$ cat config.mk
export PLATFORM = sky130hd
export DESIGN_NAME = vtp_mac_row
export DESIGN_NICKNAME = d
export VERILOG_FILES = /design/src/hdl/vtp_pkg.sv /design/src/hdl/vtp_mac_row.sv
export SDC_FILE = /design/constraint.sdc
export NUM_CORES = 2
export LEC_CHECK = 0
export BUFFER_PORTS_ARGS = -buffer_cell sky130_fd_sc_hd__buf_2
export CORE_ASPECT_RATIO = 1.75
export CORE_UTILIZATION = 67
export CTS_BUF_LIST = sky130_fd_sc_hd__clkbuf_8
export DETAILED_ROUTE_END_ITERATION = 10
export PLACE_DENSITY = 0.85
export SETUP_SLACK_MARGIN = 0.05
export SLEW_MARGIN = 40
export SYNTH_ARGS = -nofsm -noshare
export SYNTH_HDL_FRONTEND = slang
export SYNTH_SLANG_ARGS = --single-unit
$ cat constraint.sdc
create_clock -name i_clk -period 9.7 [get_ports i_clk]
set_clock_uncertainty 0.15 [all_clocks]
set_input_delay 1.94 -clock i_clk [delete_from_list [all_inputs] [get_ports i_clk]]
set_output_delay 1.94 -clock i_clk [all_outputs]
set_load 0.02 [all_outputs]
$ cat src/hdl/vtp_pkg.sv
// ---------------------------------------------------------------------------
// vtp_pkg
// Shared types and constants for the vertex transform and perspective divide.
// ---------------------------------------------------------------------------
`timescale 1ns / 1ps
`default_nettype none

package vtp_pkg;

    localparam int DATA_WIDTH = 16;
    localparam int DIMENSION  = 4;
    localparam int COEF_W     = 16;
    localparam int FRAC_SHIFT = 12;
    localparam int NUM_REGS   = 8;
    localparam int REG_W      = 32;
    localparam int IDX_W      = $clog2(NUM_REGS);
    localparam int PROD_W     = DATA_WIDTH + COEF_W;
    localparam int SUM_W      = PROD_W + 2;
    localparam int SHR_W      = SUM_W - FRAC_SHIFT;
    // dividend is t * 256, magnitude up to 2^(DATA_WIDTH+7)
    localparam int NUM_W      = DATA_WIDTH + 8;
    localparam int LANES      = 3;

    localparam logic signed [DATA_WIDTH-1:0] DATA_MAX = {1'b0, {(DATA_WIDTH-1){1'b1}}};
    localparam logic signed [DATA_WIDTH-1:0] DATA_MIN = {1'b1, {(DATA_WIDTH-1){1'b0}}};
    localparam logic signed [DATA_WIDTH-1:0] ONE_Q8   = DATA_WIDTH'(256);

    localparam logic [REG_W-1:0] COEF_RESET [NUM_REGS] = '{
        32'd4096, 32'd0, 32'd268435456, 32'd0,
        32'd0, 32'd4096, 32'd0, 32'd268435456
    };

    typedef struct packed {
        logic                         mode;
        logic signed [DATA_WIDTH-1:0] in_x;
        logic signed [DATA_WIDTH-1:0] in_y;
        logic signed [DATA_WIDTH-1:0] in_z;
        logic signed [DATA_WIDTH-1:0] in_w;
    } t_vtx_in;

    typedef struct packed {
        logic signed [DATA_WIDTH-1:0] out_x;
        logic signed [DATA_WIDTH-1:0] out_y;
        logic signed [DATA_WIDTH-1:0] out_z;
        logic signed [DATA_WIDTH-1:0] out_w;
        logic                         zero_w;
        logic                         saturated;
    } t_vtx_out;

    // one step of the divider chain: sideband plus three quotient lanes
    typedef struct packed {
        logic                                 valid;
        logic                                 mode;
        logic                                 zw;
        logic                                 tsat;
        logic        [LANES-1:0][DATA_WIDTH-1:0] tval;
        logic signed [DATA_WIDTH-1:0]         tw;
        logic        [DATA_WIDTH-1:0]         div;
        logic        [LANES-1:0]              neg;
        logic        [LANES-1:0][DATA_WIDTH-1:0] rem;
        logic        [LANES-1:0][NUM_W-1:0]   acc;
    } t_div_stage;

endpackage

`default_nettype wire

$ cat src/hdl/vtp_mac_row.sv
// ---------------------------------------------------------------------------
// vtp_mac_row
// One matrix row: four registered products, then sum, floor shift, saturate.
// ---------------------------------------------------------------------------
`timescale 1ns / 1ps
`default_nettype none

module vtp_mac_row (
    input  wire logic                                         i_clk,
    input  wire logic [vtp_pkg::DIMENSION-1:0][vtp_pkg::COEF_W-1:0]     i_coef,
    input  wire logic [vtp_pkg::DIMENSION-1:0][vtp_pkg::DATA_WIDTH-1:0] i_vec,
    output logic signed [vtp_pkg::DATA_WIDTH-1:0]            o_t,
    output logic                                              o_sat
);
    import vtp_pkg::*;

    logic signed [PROD_W-1:0] r_prod [DIMENSION];
    logic signed [PROD_W-1:0] n_prod [DIMENSION];
    logic signed [SUM_W-1:0]  w_sum;
    logic signed [SHR_W-1:0]  w_shr;
    logic signed [DATA_WIDTH-1:0] n_t;
    logic                     n_sat;

    always_comb begin
        for (int c = 0; c < DIMENSION; c++) begin
            n_prod[c] = $signed(i_coef[c]) * $signed(i_vec[c]);
        end
    end

    always_comb begin
        w_sum = SUM_W'(r_prod[0]) + SUM_W'(r_prod[1]) + SUM_W'(r_prod[2])
              + SUM_W'(r_prod[3]);
        w_shr = w_sum[SUM_W-1:FRAC_SHIFT];
        if (w_shr > SHR_W'(DATA_MAX)) begin
            n_t   = DATA_MAX;
            n_sat = 1'b1;
        end else if (w_shr < SHR_W'(DATA_MIN)) begin
            n_t   = DATA_MIN;
            n_sat = 1'b1;
        end else begin
            n_t   = w_shr[DATA_WIDTH-1:0];
            n_sat = 1'b0;
        end
    end

    always_ff @(posedge i_clk) begin
        r_prod <= n_prod;
        o_t    <= n_t;
        o_sat  <= n_sat;
    end

endmodule

`default_nettype wire

==> reports/qor.yml <==
finish:
  fin_util_pct: 70.5
  finalNetCount: 6400
  layout_commonest_cell: "inv_1"
  area_delta_synth_final_pct: 4.00
  layout_common_cells: "inv_1, fa_1, nand2_1"
  final_area_um2: 46700
  fillers: 4858
  final_layout_size_suffix_gt1_share_pct: 3.99
route:
  drt-wirelength-per-cell_um: 19.4
  dr.pass1.iters: 5
  drtAntennaViolNets: 0
  drt_iter0_markers: 1692
  wl_um: 111000
  vias_per_cell: 5.63
  route.vias.total: 32100
  drc: 0
yosys:
  synth.distinct_cells: 70
  ys_seq_area_share_pct: 6.46
  synth_area_um2: 44900
  ys.flop_type: "dfxtp_1"
  syn-mean-instance-area_um2: 9.42
  postSynthCellCount: 4770
  netlist_top_cells_area: "fa_1, inv_1, ha_1, and2_1, dfxtp_1"
  synthesis.nets: 6370
  synth-seq-cells: 145
  synth_top_area_share_pct: 49.5
  yosys.area.top_type: "fa_1"
  synth_edf_count: 0
  ys_async_sr_fraction_pct: 0
  synth-warning-count: 0
sta:
  tns_ps: 0
  relSlewSlack_pct: 47.5
  fin_crit_sh_pct: 82.5
  worstMarginPinSlew_ps: 779
  slew_violations: 0
  period_minus_slack_ps: 8000
  fmax_ghz: 0.125
  final-setup-viol-count: 0
  rsz0062_at_grt: "no"
  finalHoldViolCount: 0
clock_tree:
  cts_buffers: 17
  path_clk_slew_ps: 80
  cts_setup_buffers: 0
  clock_latency_ps: 480
  cts.sinks: 145
  cts_root_buf: "clkbuf_8"
  postCtsHoldBufs: 0
  htreeDepth: 4
  clk_path_buf_depth: 2
  cts_tree: "yes"
  cts-resized-gates: 0
global_routing:
  grt_pass1_vias: 36600
  grt_max_degree: 17
  antenna_found_initial: 1
  grt_pass1_wl_um: 182000
  grt.total_usage_pct: 35.0
  grt.overflow.total: 0
floorplan:
  rows: 125
  dieArea_um2: 68200
  die_w_um: 198
  core_area_um2: 66300
  start_util_pct: 67.8
  ios: 146
  die_y_um: 345
run_status:
  outcome: "finished clean"
placed_design:
  dpl_cell_area_um2: 46300
  globalplace.congestion: 0.970
  dp.final_hpwl_um: 94000
  io_buffer_count: 145
critical_path:
  crit_path_max_fanout: 16
  cp.arrival_ps: 8210
  crit_path_end_kind: "register"
  critPathKind: "input port to register"
  required_ps: 9910
  startpoint_type: "input port"
hold_path:
  hold_path_class: "register to register"
flow_run:
  maxCapViolCount: 0
## sequential cells by signal (all words and copies together) (netlist names)
register  count
r_prod      128
o_sat         1
o_t          16
## metrics by stage
step / std cells / hold slack, ps / worst slack [ps]
floorplan: 4770 / 698 / 1700
global placement: 5670 / 778 / 1330
detailed placement: 5670 / 780 / 1210
CTS: 5702 / 820 / 1710
global route: 5702 / 885 / 1390
finish: 5703 / 835 / 1700
## worst max-delay path: stages
cell      delay (ps)
buf_2            260
nand2_1          130
fa_1             520
fa_1             540
inv_1             50
fa_1             510
inv_1             70
fa_1             540
fa_1             430
fa_1             490
inv_1             40
ha_1             340
a21o_1           200
a21o_1           160
a21o_1           190
a21oi_1          330
a311oi_1         190
a221o_1          360
o41ai_2          420
o21ai_0          140
a21o_1           200
xor2_1           140
## Yosys cell counts (all sizes together), types with 6 or more instances
cell type     n
a21o         76
o2111ai       6
nor2b        10
o21ai        71
xor2         33
clkbuf      133
nor2        123
nand3        21
a31oi        14
dfxtp       145
ha          359
nand4         6
inv        1246
a21oi        87
nand2b       28
and3          9
nor3         21
or3           6
xnor2       125
fa         1112
a211oi       13
and2        499
o21a         20
o21bai       16
nand2       512
## layout make-up
cell class	instances	area [um^2]	area share (%)
multi-input cells	3243	36800	78.8
diodes	1	2.50	0.00535
inverters	1246	4680	10.0
flip-flops and latches	145	2900	6.21
repair buffers	147	741	1.58
well taps	889	1110	2.38
clock buffers	18	248	0.530
clock inverters	14	213	0.455
## cells by family after synthesis
logic type      Yosys count  synth area share, %
compound gates          351                 5.24
simple gates           1259                 14.0
fa+ha+maj              1471                 59.5
buf+inv                1382                 11.6
xor+xnor                158                 3.08
mux                       4               0.0891
flops                   145                 6.46
## metal layers
layer  vias up  global-route usage [%]  share of wire, %
met5         -                       0             0.012
met4         2                    26.8               9.0
met3       534                    4.83               5.7
met2      1336                    62.9                53
met1     16300                    37.0                32
li1      14000                       -                 -
## path summary, 6_finish.rpt
| kind | end | slack (ps) | cells past startpoint | startpoint |
|---|---|---|---|---|
| hold reg to reg | o_t[7] | 840 | 4 | r_prod[115] |
| setup reg to reg | o_sat | 4450 | 15 | r_prod[6] |
| hold / removal | o_t[7] | 840 | 4 | r_prod[115] |
| setup / recovery | r_prod[94] | 1700 | 22 | i_coef[26] |
Power is left out: the tool's default activity adds up to more than one toggle a clock period on the data nets, which glitch-free logic cannot reach.
