===== src/hdl/vtp_pkg.sv =====
// ---------------------------------------------------------------------------
// vtp_pkg
// Shared types and constants for the vertex transform and perspective divide.
// ---------------------------------------------------------------------------
`timescale 1ns / 1ps
`default_nettype none

package vtp_pkg;

    localparam int DATA_WIDTH = 16;
    localparam int DIMENSION  = 4;
    localparam int COEF_W     = 16;
    localparam int FRAC_SHIFT = 12;
    localparam int NUM_REGS   = 8;
    localparam int REG_W      = 32;
    localparam int IDX_W      = $clog2(NUM_REGS);
    localparam int PROD_W     = DATA_WIDTH + COEF_W;
    localparam int SUM_W      = PROD_W + 2;
    localparam int SHR_W      = SUM_W - FRAC_SHIFT;
    // dividend is t * 256, magnitude up to 2^(DATA_WIDTH+7)
    localparam int NUM_W      = DATA_WIDTH + 8;
    localparam int LANES      = 3;

    localparam logic signed [DATA_WIDTH-1:0] DATA_MAX = {1'b0, {(DATA_WIDTH-1){1'b1}}};
    localparam logic signed [DATA_WIDTH-1:0] DATA_MIN = {1'b1, {(DATA_WIDTH-1){1'b0}}};
    localparam logic signed [DATA_WIDTH-1:0] ONE_Q8   = DATA_WIDTH'(256);

    localparam logic [REG_W-1:0] COEF_RESET [NUM_REGS] = '{
        32'd4096, 32'd0, 32'd268435456, 32'd0,
        32'd0, 32'd4096, 32'd0, 32'd268435456
    };

    typedef struct packed {
        logic                         mode;
        logic signed [DATA_WIDTH-1:0] in_x;
        logic signed [DATA_WIDTH-1:0] in_y;
        logic signed [DATA_WIDTH-1:0] in_z;
        logic signed [DATA_WIDTH-1:0] in_w;
    } t_vtx_in;

    typedef struct packed {
        logic signed [DATA_WIDTH-1:0] out_x;
        logic signed [DATA_WIDTH-1:0] out_y;
        logic signed [DATA_WIDTH-1:0] out_z;
        logic signed [DATA_WIDTH-1:0] out_w;
        logic                         zero_w;
        logic                         saturated;
    } t_vtx_out;

    // one step of the divider chain: sideband plus three quotient lanes
    typedef struct packed {
        logic                                 valid;
        logic                                 mode;
        logic                                 zw;
        logic                                 tsat;
        logic        [LANES-1:0][DATA_WIDTH-1:0] tval;
        logic signed [DATA_WIDTH-1:0]         tw;
        logic        [DATA_WIDTH-1:0]         div;
        logic        [LANES-1:0]              neg;
        logic        [LANES-1:0][DATA_WIDTH-1:0] rem;
        logic        [LANES-1:0][NUM_W-1:0]   acc;
    } t_div_stage;

endpackage

`default_nettype wire


===== src/hdl/vtp_div_cell.sv =====
// ---------------------------------------------------------------------------
// vtp_div_cell
// One restoring-division step for three lanes; retires one quotient bit.
// ---------------------------------------------------------------------------
`timescale 1ns / 1ps
`default_nettype none

module vtp_div_cell (
    input  wire logic                i_clk,
    input  wire logic                i_rst_n,
    input  wire vtp_pkg::t_div_stage i_stage,
    output vtp_pkg::t_div_stage      o_stage
);
    import vtp_pkg::*;

    t_div_stage                n_stage;
    logic [DATA_WIDTH:0]       w_sh [LANES];
    logic [LANES-1:0]          w_ge;

    always_comb begin
        n_stage = i_stage;
        for (int l = 0; l < LANES; l++) begin
            // shift next dividend bit into the partial remainder
            w_sh[l] = {i_stage.rem[l], i_stage.acc[l][NUM_W-1]};
            w_ge[l] = (w_sh[l] >= {1'b0, i_stage.div});
            n_stage.rem[l] = w_ge[l] ? DATA_WIDTH'(w_sh[l] - {1'b0, i_stage.div})
                                     : w_sh[l][DATA_WIDTH-1:0];
            n_stage.acc[l] = {i_stage.acc[l][NUM_W-2:0], w_ge[l]};
        end
    end

    always_ff @(posedge i_clk) begin
        if (!i_rst_n) begin
            o_stage.valid <= 1'b0;
        end else begin
            o_stage.valid <= n_stage.valid;
        end
        o_stage.mode <= n_stage.mode;
        o_stage.zw   <= n_stage.zw;
        o_stage.tsat <= n_stage.tsat;
        o_stage.tval <= n_stage.tval;
        o_stage.tw   <= n_stage.tw;
        o_stage.div  <= n_stage.div;
        o_stage.neg  <= n_stage.neg;
        o_stage.rem  <= n_stage.rem;
        o_stage.acc  <= n_stage.acc;
    end

endmodule

`default_nettype wire


===== config.mk =====
export PLATFORM = sky130hd
export DESIGN_NAME = vtp_div_cell
export DESIGN_NICKNAME = d
export VERILOG_FILES = /design/src/hdl/vtp_pkg.sv /design/src/hdl/vtp_div_cell.sv
export SDC_FILE = /design/constraint.sdc
export NUM_CORES = 1
export LEC_CHECK = 0
export BUFFER_PORTS_ARGS = -buffer_cell sky130_fd_sc_hd__buf_2
export CAP_MARGIN = 30
export CORE_AREA = 3 3 159 161
export CTS_CLUSTER_SIZE = 20
export DETAILED_ROUTE_END_ITERATION = 7
export DIE_AREA = 0 0 162 164
export PLACE_DENSITY = 0.57
export SLEW_MARGIN = 0
export SYNTH_ARGS = -nofsm -noshare
export SYNTH_HDL_FRONTEND = slang
export SYNTH_SLANG_ARGS = --single-unit

===== constraint.sdc =====
create_clock -name i_clk -period 4.85 [get_ports i_clk]
set_input_delay 0.7275 -clock i_clk [delete_from_list [all_inputs] [get_ports i_clk]]
set_output_delay 0.7275 -clock i_clk [all_outputs]
set_load 0.1 [all_outputs]

==> flow_metrics.py <==
metrics = {
    "run_status": {
        "status": "finished clean",
    },
    "critical_path": {
        "path_buf_inv": 2,
        "crit_chain": "buf_2 -> inv_1 -> ha_1 -> and3_4 -> and2_4 -> a221o_1 -> o21ai_2 -> a21oi_4 -> mux2_2",
        "path_delay_family": "compound AO/OA/AOI/OAI gates",
        "crit_arrival_ps": 3120,
        "cp_max_fo": 16,
        "cp_data_required_time_ps": 5260,
        "max_stage_delay_ps": 580,
        "crit_type": "in -> reg",
        "endpoint_kind": "flop",
        "crit_path_start_kind": "primary input",
        "slowest_stage": "a21oi_4",
        "cp_num_cells": 9,
    },
    "yosys": {
        "ys_types": 66,
        "synth_area_um2": 7390,
        "async_reset_ff_frac": 0,
        "ys_ff_latch": 207,
        "yosysWarningCount": 0,
        "yosysSeqAreaShare": 0.5608,
        "synth_ff_type": "dfxtp_1",
        "syn_area_per_cell_um2": 11.71,
        "syn_inst": 631,
        "synth_edf_count": 0,
        "synth_nets": 891,
    },
    "drt": {
        "num_vias": 6554,
        "wire_per_inst_um": 21.19,
        "ant_nets": 0,
        "drt-vias-per-instance": 4.658,
        "drtIter0Drc": 362,
        "drc": 0,
        "drt_wl_total_um": 29820,
        "first_pass_iters": 5,
    },
    "final_layout": {
        "area_growth_pct": 43.36,
        "largest_register": "o_stage",
        "fin_cells": 1407,
        "fill_cells": 2408,
        "nNetsFinal": 1322,
        "drive_gt1_frac": 0.4630,
        "largestRegisters": "o_stage x207",
        "largest_reg_flops": 207,
    },
    "sta": {
        "hold_viol_final": 0,
        "period_minus_slack_ps": 2706,
        "fmax_ghz": 0.3695,
        "drv_slew": 0,
        "setup_tns_ps": 0,
        "finalCritPeriodShare": 0.5580,
        "finalSetupViolCount": 0,
        "rsz0062_at_grt": "false",
        "worst_pin_slew_ps": 771.5,
        "whs_ps": 297.1,
        "relSlewSlack": 0.4802,
        "fin_ws_ps": 2144,
    },
    "power": {
        "p_per_area_nw_per_um2": 527.4,
        "pwr-share-comb": 0.341,
        "totalPowerFinal_w": 0.005588,
        "p_int_w": 0.003289,
        "power_frac_seq": 0.339,
        "p_switching_w": 0.002299,
        "ir_drop_mv": 0.2605,
        "swShare": 0.4114,
        "leakage_nw": 5.257,
        "p_clk_frac": 0.319,
    },
    "place": {
        "place_hpwl_um": 24490,
        "gp_congestion": 0.8839,
        "port_buffers": 415,
        "dp.cells": 1360,
        "place_ws_ps": 1617,
    },
    "clocking": {
        "cts_setup_buffers": 0,
        "cts_sinks": 207,
        "cts-resized-gates": 0,
        "cts_buffers": 24,
        "htree_levels": 1,
        "cts_buffer_depth": 3,
        "cts_tree": "done",
        "root_buffer": "clkbuf_16",
        "clk_pin_slew_ps": 60,
        "holdBufCountCts": 0,
    },
    "min_path": {
        "hold_class": "in -> reg",
        "holdPathStages": 1,
    },
    "floorplan": {
        "die_h_um": 164,
        "die_x_um": 162,
        "die-area_um2": 26570,
        "ioPinCount": 416,
        "design.core.area_um2": 24110,
        "initial_core_util": 0.3066,
        "rows": 57,
    },
    "global_routing": {
        "grt_pass1_wl_um": 41660,
        "antenna_found_initial": 13,
        "grt_max_degree": 17,
        "grt_usage": 0.2102,
        "grt_pass1_vias": 6471,
        "grt.overflow.total": 0,
    },
    "run": {
        "max-cap-violations": 0,
    },
}
==> cell type report <==
type | count | area (um^2) | share of cell area
sequential | 207 | 4144 | 0.3912
timing repair buffer | 415 | 2077 | 0.1961
tap | 324 | 405.4 | 0.03827
clock inverter | 11 | 105.1 | 0.009921
multi-input combinational | 381 | 3039 | 0.2869
inverter | 33 | 131.4 | 0.01240
antenna | 3 | 7.507 | 0.0007086
clock buffer | 33 | 684.4 | 0.06460
==> placed cells by master (no fill, tap or decap), types with 5 or more instances in the layout <==
master     netlist  final
buf_2            4    415
nor3_1           6      6
o31ai_1          6      6
nor2_1          28     28
mux2_1           8      8
clkbuf_16        0     24
clkbuf_8         0      5
o21ai_0         22     22
clkinv_2         0      6
o21a_1          12     12
mux2_2          11     11
xor2_1           6      6
ha_1            48     48
nand2_1         21     21
o2111ai_1        7      7
nand3_1         16     16
and3_1           6      6
a21oi_1         35     35
nand4_1          7      7
dfxtp_1        207    207
xnor2_1         17     17
mux2_4          14     14
nor2b_1         12     12
mux2i_1          7      7
a21boi_0         5      5
a21o_1          11     11
inv_1           31     31
nand2b_1         5      5
==> path summary, 6_finish.rpt <==
check | startpoint | end | slack [ps]
setup / recovery | i_stage[130] | o_stage[78] | 2140
hold / removal | i_stage[190] | o_stage[190] | 300
==> metal layers <==
metal	vias to the layer above	wire, um	track usage
li1	3132	-	-
met1	3036	11990	0.2546
met2	307	14030	0.3519
met3	61	2674	0.07213
met4	18	876	0.05933
met5	-	246	0.03977
==> cells by family after synthesis <==
family          Yosys count  synth area share
buf+inv                  43           0.02794
flops                   207            0.5608
mux                      40           0.06688
simple gates            122           0.08703
fa+ha+maj                51           0.08940
compound gates          145            0.1407
xor+xnor                 23           0.02726
==> metrics by stage <==
step | utilization | instance area (um^2)
finish | 0.4395 | 10590
global route | 0.4394 | 10590
CTS | 0.4392 | 10590
detailed placement | 0.4064 | 9797
global placement | 0.4064 | 9797
floorplan | - | 7390
==> cells in the mapped netlist (4+ instances only) <==
library cell	instances	area, um^2
buf_2	4	20.02
a21oi_1	35	175.2
a21boi_0	5	37.54
a21o_1	11	82.58
nand4_1	7	43.79
o31ai_1	6	45.04
nand2b_1	5	31.28
a211oi_1	4	30.03
dfxtp_1	207	4144
o21a_1	12	90.09
nor3_1	6	30.03
o21ai_0	22	110.1
mux2_4	14	210.2
inv_1	31	116.4
o2111ai_1	7	61.31
nor2b_1	12	75.07
mux2i_1	7	70.07
and3_1	6	37.54
mux2_1	8	90.09
nand3_1	16	80.08
xor2_1	6	52.55
nor2_1	28	105.1
xnor2_1	17	148.9
ha_1	48	600.6
nand2_1	21	78.83
mux2_2	11	123.9
==> power groups by stage <==
stage | Combinational (W) | Clock (W) | Sequential (W)
floorplan | 0.000397 | 0 | 0.00307
global placement | 0.00191 | 0 | 0.00193
detailed placement | 0.00191 | 0 | 0.00193
CTS | 0.00192 | 0.00185 | 0.00190
global route | 0.00198 | 0.00191 | 0.00191
finish | 0.00191 | 0.00179 | 0.00190
Power figures use the tool's default switching activity.
